==> src/rtl/core/tdh_ram.sv <==
// Generic single-write, single-read RAM with registered read data.
// No dependencies.
module tdh_ram #(
  parameter int unsigned WIDTH = 32,
  parameter int unsigned DEPTH = 64
) (
  input  logic                     clk,
  input  logic                     we,
  input  logic [$clog2(DEPTH)-1:0] waddr,
  input  logic [WIDTH-1:0]         wdata,
  input  logic [$clog2(DEPTH)-1:0] raddr,
  output logic [WIDTH-1:0]         rdata
);

  logic [WIDTH-1:0] mem [DEPTH];

  always_ff @(posedge clk) begin
    if (we) begin
      mem[waddr] <= wdata;
    end
    rdata <= mem[raddr];
  end

endmodule

==> config.mk <==
export PLATFORM = sky130hd
export DESIGN_NAME = tdh_ram
export DESIGN_NICKNAME = d
export VERILOG_FILES = /design/src/rtl/core/tdh_ram.sv
export SDC_FILE = /design/constraint.sdc
export NUM_CORES = 2
export LEC_CHECK = 0
export CORE_MARGIN = 5
export CORE_UTILIZATION = 40
export CTS_BUF_LIST = sky130_fd_sc_hd__clkbuf_16
export DETAILED_ROUTE_END_ITERATION = 6
export DONT_BUFFER_PORTS = 1
export HOLD_SLACK_MARGIN = 0.12
export PLACE_DENSITY = 0.57
export SLEW_MARGIN = 20
export SYNTH_ARGS = -nofsm -noshare
export SYNTH_HDL_FRONTEND = slang
export SYNTH_SLANG_ARGS = --single-unit
==> constraint.sdc <==
create_clock -name clk -period 5.8 [get_ports clk]
set_input_delay 0.87 -clock clk [delete_from_list [all_inputs] [get_ports clk]]
set_output_delay 0.87 -clock clk [all_outputs]
set_load 0.02 [all_outputs]
Word level (Yosys, flattened, before mapping)
Memory sizes are Yosys's and may differ from the RTL's. A register that Yosys moved wholly into a read port is not among the register bits.
Index checks and enable logic that the tools add are counted.
Word-level totals
  register bits: 0
  RAM bits: 2048
  input port bits: 46
  output and inout bits: 32
  memories kept: 1
Memories
  mem: depth 64, width 32, read ports 1, clocked after Yosys merged registers in 1, wr ports 1, RTL line 15  | logic [WIDTH-1:0] mem [DEPTH];
Operators by class
  multiplexer cells: 2
Operators by type and width (count)
  1-bit two-way mux: 2

Depth between registers and ports, before layout
  depth in word-level cells: 2
  depth in mapped cells: 10

Least setup slack after synthesis
No wires, ideal clock.
  path kind: input to register
  start: input waddr[3]
  end: memory mem[48][0], enable pin
  library setup time: 0.461 ns
  arrival: 3.569 ns
  required time: 5.339 ns
  setup slack: 1.770 ns
  cell stages on the path: 4
  cells stage by stage: clkbuf_1 -> nor2b_1 -> nand4b_1 -> nor3_1
RTL lines
  from (decl): RTL line 9  | input logic [$clog2(DEPTH)-1:0] waddr,
  to (decl): RTL line 15
No word-level cell before the write port.

==> impl_metrics.json <==
{
  "grt_usage_pct": 20.7,
  "timing.rr.start": "mem[47][3]",
  "firstDrtPassIters": 5,
  "holdWs_ps": 184,
  "area_growth_pct": 14.7,
  "path_clk_slew_ps": 60,
  "cts_sinks": 2080,
  "finalPower_mw": 31.3,
  "holdPathStages": 0,
  "grt_pass1_wl_mm": 298,
  "cts_resized": 0,
  "slew_headroom_pct": -2.93,
  "wl_per_cell_um": 33.6,
  "layout_common_cells": "edfxtp_1, mux4_2, clkbuf_16",
  "final-setup-viol-count": 0,
  "drtIter0Drc": 3984,
  "hold_end": "mem[33][1]",
  "core-area_mm2": 0.195,
  "via_count": 36000,
  "finClkSkew_ps": 27.5,
  "synth.largest_area_cell": "edfxtp_1",
  "min_path_type": "primary input to flip-flop",
  "rsz0062_at_grt": "no",
  "worstPathArrival_ps": 5380,
  "pwr_density_cell_mw_per_mm2": 348,
  "routed_wl_mm": 213,
  "reg2regPathDepth": 4,
  "fp.dieW_um": 453,
  "netlist_area_mm2": 0.0785,
  "tns_ps": 0,
  "grt-ovfl-total": 0,
  "port_buffers": 0,
  "antenna_found_initial": 12,
  "drive_above_1_share_pct": 27.6,
  "maxCapViolCount": 0,
  "start_util_pct": 40.2,
  "hpwl_mm": 109,
  "cts_tree": "yes",
  "required_ps": 6470,
  "grt_pass1_vias": 36900,
  "end_kind": "flip-flop",
  "ys_top_cells_by_area": "edfxtp_1, mux4_2, mux2i_1",
  "criticalPathCategory": "primary input to flip-flop",
  "cts-buffers-inserted": 209,
  "rows": 162,
  "leakage_nw": 27.8,
  "num-nets-final": 3575,
  "drc_errors": 0,
  "clock_latency_ps": 840,
  "ys_ff_latch": 2080,
  "fin_crit_ps": 4710,
  "worstReg2RegEnd": "rdata[3]",
  "fin_crit_sh_pct": 81.2,
  "layout_commonest_cell": "edfxtp_1",
  "drt-vias-per-instance": 5.69,
  "crit_fanout": 133,
  "worstSetupStartpointType": "primary input",
  "synth_warnings": 0,
  "reg2reg_setup_slack_ps": 3260,
  "ys_seq_area_share_pct": 79.1,
  "die_area_mm2": 0.205,
  "failed_checks": "slew limit",
  "syn_area_per_cell_um2": 23.6,
  "timing.fmax_mhz": 212,
  "ant_nets": 0,
  "syn_inst": 3324,
  "setup_ws_ps": 1090,
  "grt_max_degree": 514,
  "tightest_slew_ps": 1540,
  "synth_top_area_share_pct": 78.3,
  "hold_viol": 0,
  "synth_cell_types": 34,
  "clockRootBuffer": "clkbuf_16",
  "die_h_um": 453,
  "syn-num-nets": 3370,
  "numPlacedInstances": 5845,
  "h-tree-depth": 4,
  "num_io_pins": 78,
  "min_from": "wdata[1]",
  "dp_slack_ps": 2070,
  "cts_buffer_depth": 3,
  "peakVddDrop_mv": 0.310,
  "place_congestion": 0.791,
  "fin_cells": 6327,
  "drv_slew": 24,
  "status": "complete, but fails checks"
}
==> Yosys cell counts, drive strengths merged <==
cell type / n
a31oi: 1
and3: 4
nand2b: 8
nand4: 2
and2: 2
or2: 3
nand3b: 5
nand2: 26
nand4b: 1
a311oi: 8
nand3: 5
clkbuf: 74
nor2b: 15
o22ai: 84
or3b: 5
o221ai: 27
nor3: 7
a22oi: 12
mux4: 544
a41o: 4
or3: 3
dfxtp: 32
nor2: 137
o32ai: 4
edfxtp: 2048
a21oi: 62
mux2i: 93
buf: 108
==> per-layer routing <==
metal  vias up  global-route usage, %  wire, µm
met2      1326                   34.4    106000
met1     19700                   28.2     86600
li1      14700                      -         -
met4         2                   6.63      7030
met3       278                   3.38     13200
met5         -                      0        13
==> critical path, cell delays in order <==
cell and delay (ps):
buf_16 550, buf_16 670, buf_16 790, mux4_2 640
mux4_2 560, o22ai_1 840, nor2_1 110
==> layout make-up <==
cell class | instances | area [µm²]
well taps | 2624 | 3280
clock buffers | 213 | 5330
flip-flops and latches | 2080 | 62100
multi-input cells | 1062 | 16000
repair buffers | 176 | 1920
diodes | 3 | 7.51
fillers | 16000 | 105000
clock inverters | 169 | 1380
==> registers in the layout, summed over array words and instances, names as in the netlist <==
signal and count:
mem 2048, rdata 32
==> power breakdown <==
part | total [mW] | switching, mW | internal (mW)
Combinational | 1.35 | 0.784 | 0.570
Clock | 13.2 | 5.70 | 7.54
Sequential | 16.7 | 0.109 | 16.6
Total | 31.3 | 6.59 | 24.7
==> kinds of logic after synthesis <==
| group | synth area share [%] |
|---|---|
| compound gates | 1.67 |
| simple gates | 1.27 |
| flops | 79.1 |
| buf+inv | 1.13 |
| mux | 16.8 |
==> worst max path at each step <==
stage                   from         end  slack, ps  depth (start not counted)
finish              raddr[0]   rdata[26]       1090                          7
global route        raddr[0]   rdata[26]        910                          7
CTS                       we  mem[38][8]       3000                          4
detailed placement  raddr[0]    rdata[3]       2070                          4
global placement          we  mem[38][8]       2100                          4
floorplan           waddr[3]  mem[48][0]       1770                          4
==> per-stage QoR <==
stage | area [µm²] | utilization, %
floorplan | 78500 | -
global placement | 82000 | 42.0
detailed placement | 82000 | 42.0
CTS | 89900 | 46.1
global route | 90000 | 46.1
finish | 90000 | 46.1
==> timing repair <==
item,in CTS,in global routing
endpoints found under the hold margin,859,0
endpoints found under the setup margin,0,0
hold buffers,93,0
setup buffers,0,0
(Power assumes the default switching activity.)
