File: src/rtl/core/tdh_pkg.sv
// Shared types, codes and helpers for the timer deadline queue.
// Used by tdh_cell and timer_deadline_heap; no dependencies.
package tdh_pkg;

  localparam int unsigned NUM_TIMERS_DEF = 64;
  localparam int unsigned ID_W    = 6;
  localparam int unsigned TIME_W  = 32;
  localparam int unsigned CNT_W   = 7;
  localparam int unsigned CMD_W   = 2;
  localparam int unsigned S_DATA_W = 72;
  localparam int unsigned M_DATA_W = 80;

  localparam logic [TIME_W-1:0] FOREVER = '1;

  localparam logic [CMD_W-1:0] CMD_START  = 2'd0;
  localparam logic [CMD_W-1:0] CMD_CANCEL = 2'd1;
  localparam logic [CMD_W-1:0] CMD_TICK   = 2'd2;

  localparam logic KIND_ACK    = 1'b0;
  localparam logic KIND_EXPIRY = 1'b1;

  typedef struct packed {
    logic [TIME_W-1:0] deadline;
    logic [ID_W-1:0]   tid;
    logic [TIME_W-1:0] stamp;
  } entry_t;

  typedef enum logic [1:0] {
    OP_HOLD   = 2'd0,
    OP_INSERT = 2'd1,
    OP_REMOVE = 2'd2,
    OP_POP    = 2'd3
  } cell_op_t;

  typedef struct packed {
    cell_op_t op;
    entry_t   key;
  } cell_ctl_t;

  // order by deadline, ties to the lower timer id
  function automatic logic key_less(input entry_t a, input entry_t b);
    key_less = {a.deadline, a.tid} < {b.deadline, b.tid};
  endfunction

endpackage

File: src/rtl/core/tdh_cell.sv
// One cell of the sorted timer chain: holds at most one armed timer.
// Depends on tdh_pkg; instantiated in a row by timer_deadline_heap.
module tdh_cell (
  input  logic               clk,
  input  logic               rst,
  input  tdh_pkg::cell_ctl_t ctl,
  input  logic               left_valid,
  input  tdh_pkg::entry_t    left_entry,
  input  logic               left_before,
  input  logic               right_valid,
  input  tdh_pkg::entry_t    right_entry,
  output logic               valid,
  output tdh_pkg::entry_t    entry,
  output logic               ahead
);

  logic            valid_next;
  tdh_pkg::entry_t entry_next;
  logic            at_or_after;

  // new key sorts ahead of this cell's entry (empty cells sort last)
  assign ahead       = !valid || tdh_pkg::key_less(ctl.key, entry);
  assign at_or_after = valid && !tdh_pkg::key_less(entry, ctl.key);

  always_comb begin
    valid_next = valid;
    entry_next = entry;
    unique case (ctl.op)
      tdh_pkg::OP_HOLD: begin
      end
      tdh_pkg::OP_INSERT: begin
        if (left_before) begin
          valid_next = left_valid;
          entry_next = left_entry;
        end else if (ahead) begin
          valid_next = 1'b1;
          entry_next = ctl.key;
        end
      end
      tdh_pkg::OP_REMOVE: begin
        if (at_or_after) begin
          valid_next = right_valid;
          entry_next = right_entry;
        end
      end
      tdh_pkg::OP_POP: begin
        valid_next = right_valid;
        entry_next = right_entry;
      end
      default: begin
      end
    endcase
  end

  always_ff @(posedge clk) begin
    if (rst) begin
      valid <= 1'b0;
    end else begin
      valid <= valid_next;
    end
  end

  always_ff @(posedge clk) begin
    entry <= entry_next;
  end

endmodule
File: config.mk
export PLATFORM = sky130hd
export DESIGN_NAME = tdh_cell
export DESIGN_NICKNAME = d
export VERILOG_FILES = /design/src/rtl/core/tdh_pkg.sv /design/src/rtl/core/tdh_cell.sv
export SDC_FILE = /design/constraint.sdc
export NUM_CORES = 1
export LEC_CHECK = 0
export BUFFER_PORTS_ARGS = -buffer_cell sky130_fd_sc_hd__buf_2
export CORE_ASPECT_RATIO = 0.7
export CORE_MARGIN = 2
export CORE_UTILIZATION = 43
export DETAILED_ROUTE_END_ITERATION = 7
export GPL_ROUTABILITY_DRIVEN = 0
export MAX_ROUTING_LAYER = met4
export PLACE_DENSITY = 0.78
export SYNTH_ARGS = -nofsm -noshare
export SYNTH_HDL_FRONTEND = slang
export SYNTH_SLANG_ARGS = --single-unit
File: constraint.sdc
create_clock -name clk -period 3.34 [get_ports clk]
set_input_delay 0.501 -clock clk [delete_from_list [all_inputs] [get_ports clk]]
set_output_delay 0.501 -clock clk [all_outputs]
set_load 0.05 [all_outputs]
After elaboration in Yosys (flattened, before gate mapping)

Index checks and enable logic that the tools add are counted.

Flip-flop bits (word level): 71
Output and inout bits: 72
Word-level logic and storage cells: 25
Input port bits: 217

Eq/ne operators: 5
$lt $le $gt $ge: 2
Reductions and logical operators: 6
Muxes and demuxes: 8

Operators by type and width:

| cell                                                                  | number |
|---|---|
| 70-bit two-way mux                                                    | 3 |
| 70-bit one-hot mux with 3 select lines                                | 1 |
| 38-bit < comparator                                                   | 2 |
| 2-bit equality test, second input constant                            | 2 |
| 1-bit two-way mux                                                     | 3 |
| 3-bit != test, second input constant                                  | 1 |
| 1-bit one-hot mux with 3 select lines                                 | 1 |
| 3-bit AND reduction                                                   | 1 |
| 3-bit nonzero test                                                    | 1 |
| 2-bit by 1-bit equality test with 1-bit output, second input constant | 1 |
| 1-bit logical NOT                                                     | 2 |
| 2-bit != test, second input constant                                  | 1 |
| 1-bit logical AND                                                     | 1 |
| 1-bit logical OR                                                      | 1 |

Longest topological paths before layout

Depth after elaboration: 5
Gate-level depth with buffers: 9
Depth with buffers taken out: 9

Worst setup path after synthesis

No wires, ideal clock.

Path type: reg2reg
From: register entry[52] (netlist bit)
To: register entry[0] (netlist bit) (enable)
Required time: 2.942 ns
Path buffers: 0
Arrival time: 2.804 ns
Clock period less this slack: 3.202 ns
Path slack: 0.138 ns
Cell stages (with the launch flop): 8
Library setup time: 0.398 ns
Cell sequence: edfxtp_1 > ha_1 > nand4_2 > nor4_4 > o311ai_1 > a21boi_1 > o32ai_2 > nand2_2

Word-level cells in the longest chain between the ends: 5
Elaborated cells between the ends (all ways): 8
Those cells by class: order compare (2); eq/ne (2); reduce/logical (4)

Ends and longest elaborated chain:

| item                            | line           | RTL |
|---|---|---|
| start, declared                 | tdh_cell.sv:13 | `output tdh_pkg::entry_t entry,` |
| start signal, assigned          | tdh_cell.sv:64 | `entry <= entry_next;` |
| 38-bit < comparator             | tdh_pkg.sv:42  | `key_less = {a.deadline, a.tid} < {b.deadline, b.tid};` |
| 1-bit logical NOT               | tdh_cell.sv:23 | `assign at_or_after = valid && !tdh_pkg::key_less(entry, ctl.key);` |
| 1-bit logical AND               | tdh_cell.sv:23 |  |
| 2-bit != test (no line)         | -              |  |
| 3-bit AND reduction (no line) * | -              |  |

Every way passes the cells marked *; elsewhere a longest branch is shown, timed or not.
A chain may end at the register's enable or synchronous reset.

Worst setup path in the final report

From: register entry[52] (netlist bit)
To: output port ahead

Word-level cells in the longest chain between the ends: 2

Ends and longest elaborated chain:

| item                | line           | RTL |
|---|---|---|
| 38-bit < comparator | tdh_pkg.sv:42  |  |
| 1-bit logical OR    | tdh_cell.sv:22 | `assign ahead = !valid \|\| tdh_pkg::key_less(ctl.key, entry);` |
| end, declared       | tdh_cell.sv:14 | `output logic ahead` |

No other way between the ends.

==> qor.yml <==
vias_per_cell: 5.06
dp_slack_ns: 0.354
rsz0062_at_grt: "no"
tns_ns: 0
clock_sinks: 71
antenna_found_initial: 1
max_freq_mhz: 324
drv_cap: 0
drc: 0
numCtsBuffers: 9
fin_crit_sh_pct: 92.4
synth.ff_latch_count: 71
synth_flop_cell: "edfxtp_1"
grt_pass1_wl_um: 20700
yosys_warnings: 0
crit_fanout: 3
yosysSeqAreaShare_pct: 46.1
cts_tree: "built"
ir_worst_vdd_uv: 322
placedCellCount: 859
max_slew_margin_pct: 48.6
totalWireLength_um: 13800
ctsResizeCount: 0
final_cells: 876
hold_buffers: 0
async_reset_ff_share_pct: 0
clk_latency_ns: 0.33
initial_core_util_pct: 44.3
drt_iter0_markers: 259
worst_slack_ns: 0.255
layout_common_cells: "buf_2, nand2_1, o21ai_0"
hpwl_um: 11000
worstPathRequired_ns: 2.84
fill_cells: 866
setup_viol: 0
synth_cells: 459
wire_per_inst_um: 15.7
grt_pass1_vias: 4341
dpl_cell_area_um2: 6190
io_pins: 289
drtAntennaViolNets: 0
ctsHtreeMaxLevel: 3
port_buffers: 288
cellLeakagePower_nw: 3.36
design_area_um2: 6520
cp-end-kind: "output port"
cts_root_buf: "clkbuf_16"
path_class: "register to output port"
post_cts_buffers: 0
clock_path_buffers: 2
post-route-util_pct: 62.7
finalPower_mw: 3.22
vias: 4429
synth_cell_type_count: 30
grt.overflow.total: 0
clkTransAtPathRegs_ns: 0.06
synth_enable_flop_cells: 70
status: "completed"
holdCritStartpoint: "rst"
grt_max_degree: 93
core_um2: 10400
die_y_um: 90.6
cp.arrival_ns: 2.58
drt-pass1-iter-count: 5
tightest_slew_ns: 0.771
drive_gt1_share_pct: 42.4
setup.worst_path.start: "entry[52]"
syn_area_per_cell_um2: 10.0
skew_ns: 0.00692
worstSetupStartpointType: "register"
slew_violations: 0
power_density_nw_per_um2: 494
report.final.hold_viol_count: 0
syn-num-nets: 714
die_w_um: 128
hold_path.class: "primary input to register"
globalRouteTotalUtil_pct: 23.5
layout_commonest_cell: "buf_2"
final_net_count: 993
period_minus_slack_ns: 3.09
syn_area_um2: 4600
die_area_um2: 11600
syn2layout_area_growth_pct: 41.5
whs_ns: 0.329
row_count: 31
r2r_setup_slack_ns: 0.73
r2r-start: "entry[52]"
[flip-flops by register name (all words and copies together) (netlist names)]
signal	cells
entry	70
valid	1
[where the power goes]
part	internal [mW]	switching, mW	leakage (nW)
clock network	0.655	0.376	0.148
registers	1.12	0.0459	0.713
logic	0.315	0.703	2.50
[metal layers]
layer	GRT usage [%]	vias to the layer above	share of wire, %
met5	-	-	0
met4	6.23	0	1.5
met3	6.04	18	7.2
met2	40.0	195	50
met1	27.9	2015	41
li1	-	2201	-
[critical path, cell delays in order, from the launching register on]
cell and delay [ns]:
edfxtp_1 0.39, ha_1 0.36, nand4_2 0.21, nor4_4 0.43
o311ai_1 0.19, a21boi_1 0.24, o31ai_1 0.13, nand2_1 0.08
buf_2 0.25
[Yosys cell counts, types with 2 or more instances]
cell	count	share of area (%)
nand4_1	6	0.82
buf_2	5	0.54
buf_1	4	0.33
nand2_1	84	6.8
a21o_1	2	0.33
nand3_1	2	0.22
a21oi_1	17	1.8
nand4_2	2	0.54
o21ai_0	76	8.3
inv_1	42	3.4
edfxtp_1	70	46
mux2i_1	70	15
o31ai_1	2	0.33
a21boi_1	2	0.33
ha_1	38	10
nor2_1	9	0.73
clkbuf_1	15	1.2
[logic make-up (layout without fill, tap and decap cells)]
logic type,count (synthesis),count (layout),synth area share (%)
adder cells (fa/ha/maj),38,38,10.3
AND/OR/NAND/NOR,108,108,10.3
buffers and inverters,66,350,5.52
multiplexers,70,70,15.2
other,0,1,0
flip-flops,71,71,46.1
AO/OA/AOI/OAI,106,106,12.5
[cell type report]
type | instances | area [um^2] | area share, %
multi-input combinational | 322 | 2230 | 34.3
sequential | 71 | 2120 | 32.6
timing repair buffer | 292 | 1510 | 23.2
clock buffer | 9 | 225 | 3.46
tap | 132 | 165 | 2.54
inverter | 42 | 158 | 2.42
clock inverter | 7 | 96.3 | 1.48
antenna | 1 | 2.50 | 0.0384
[path summary, 6_finish.rpt]
kind / end / depth (start not counted)
setup / recovery: ahead / 8
hold reg to reg: valid / 2
hold / removal: valid / 2
setup reg to reg: entry[63] / 8
(Power assumes the default switching activity.)
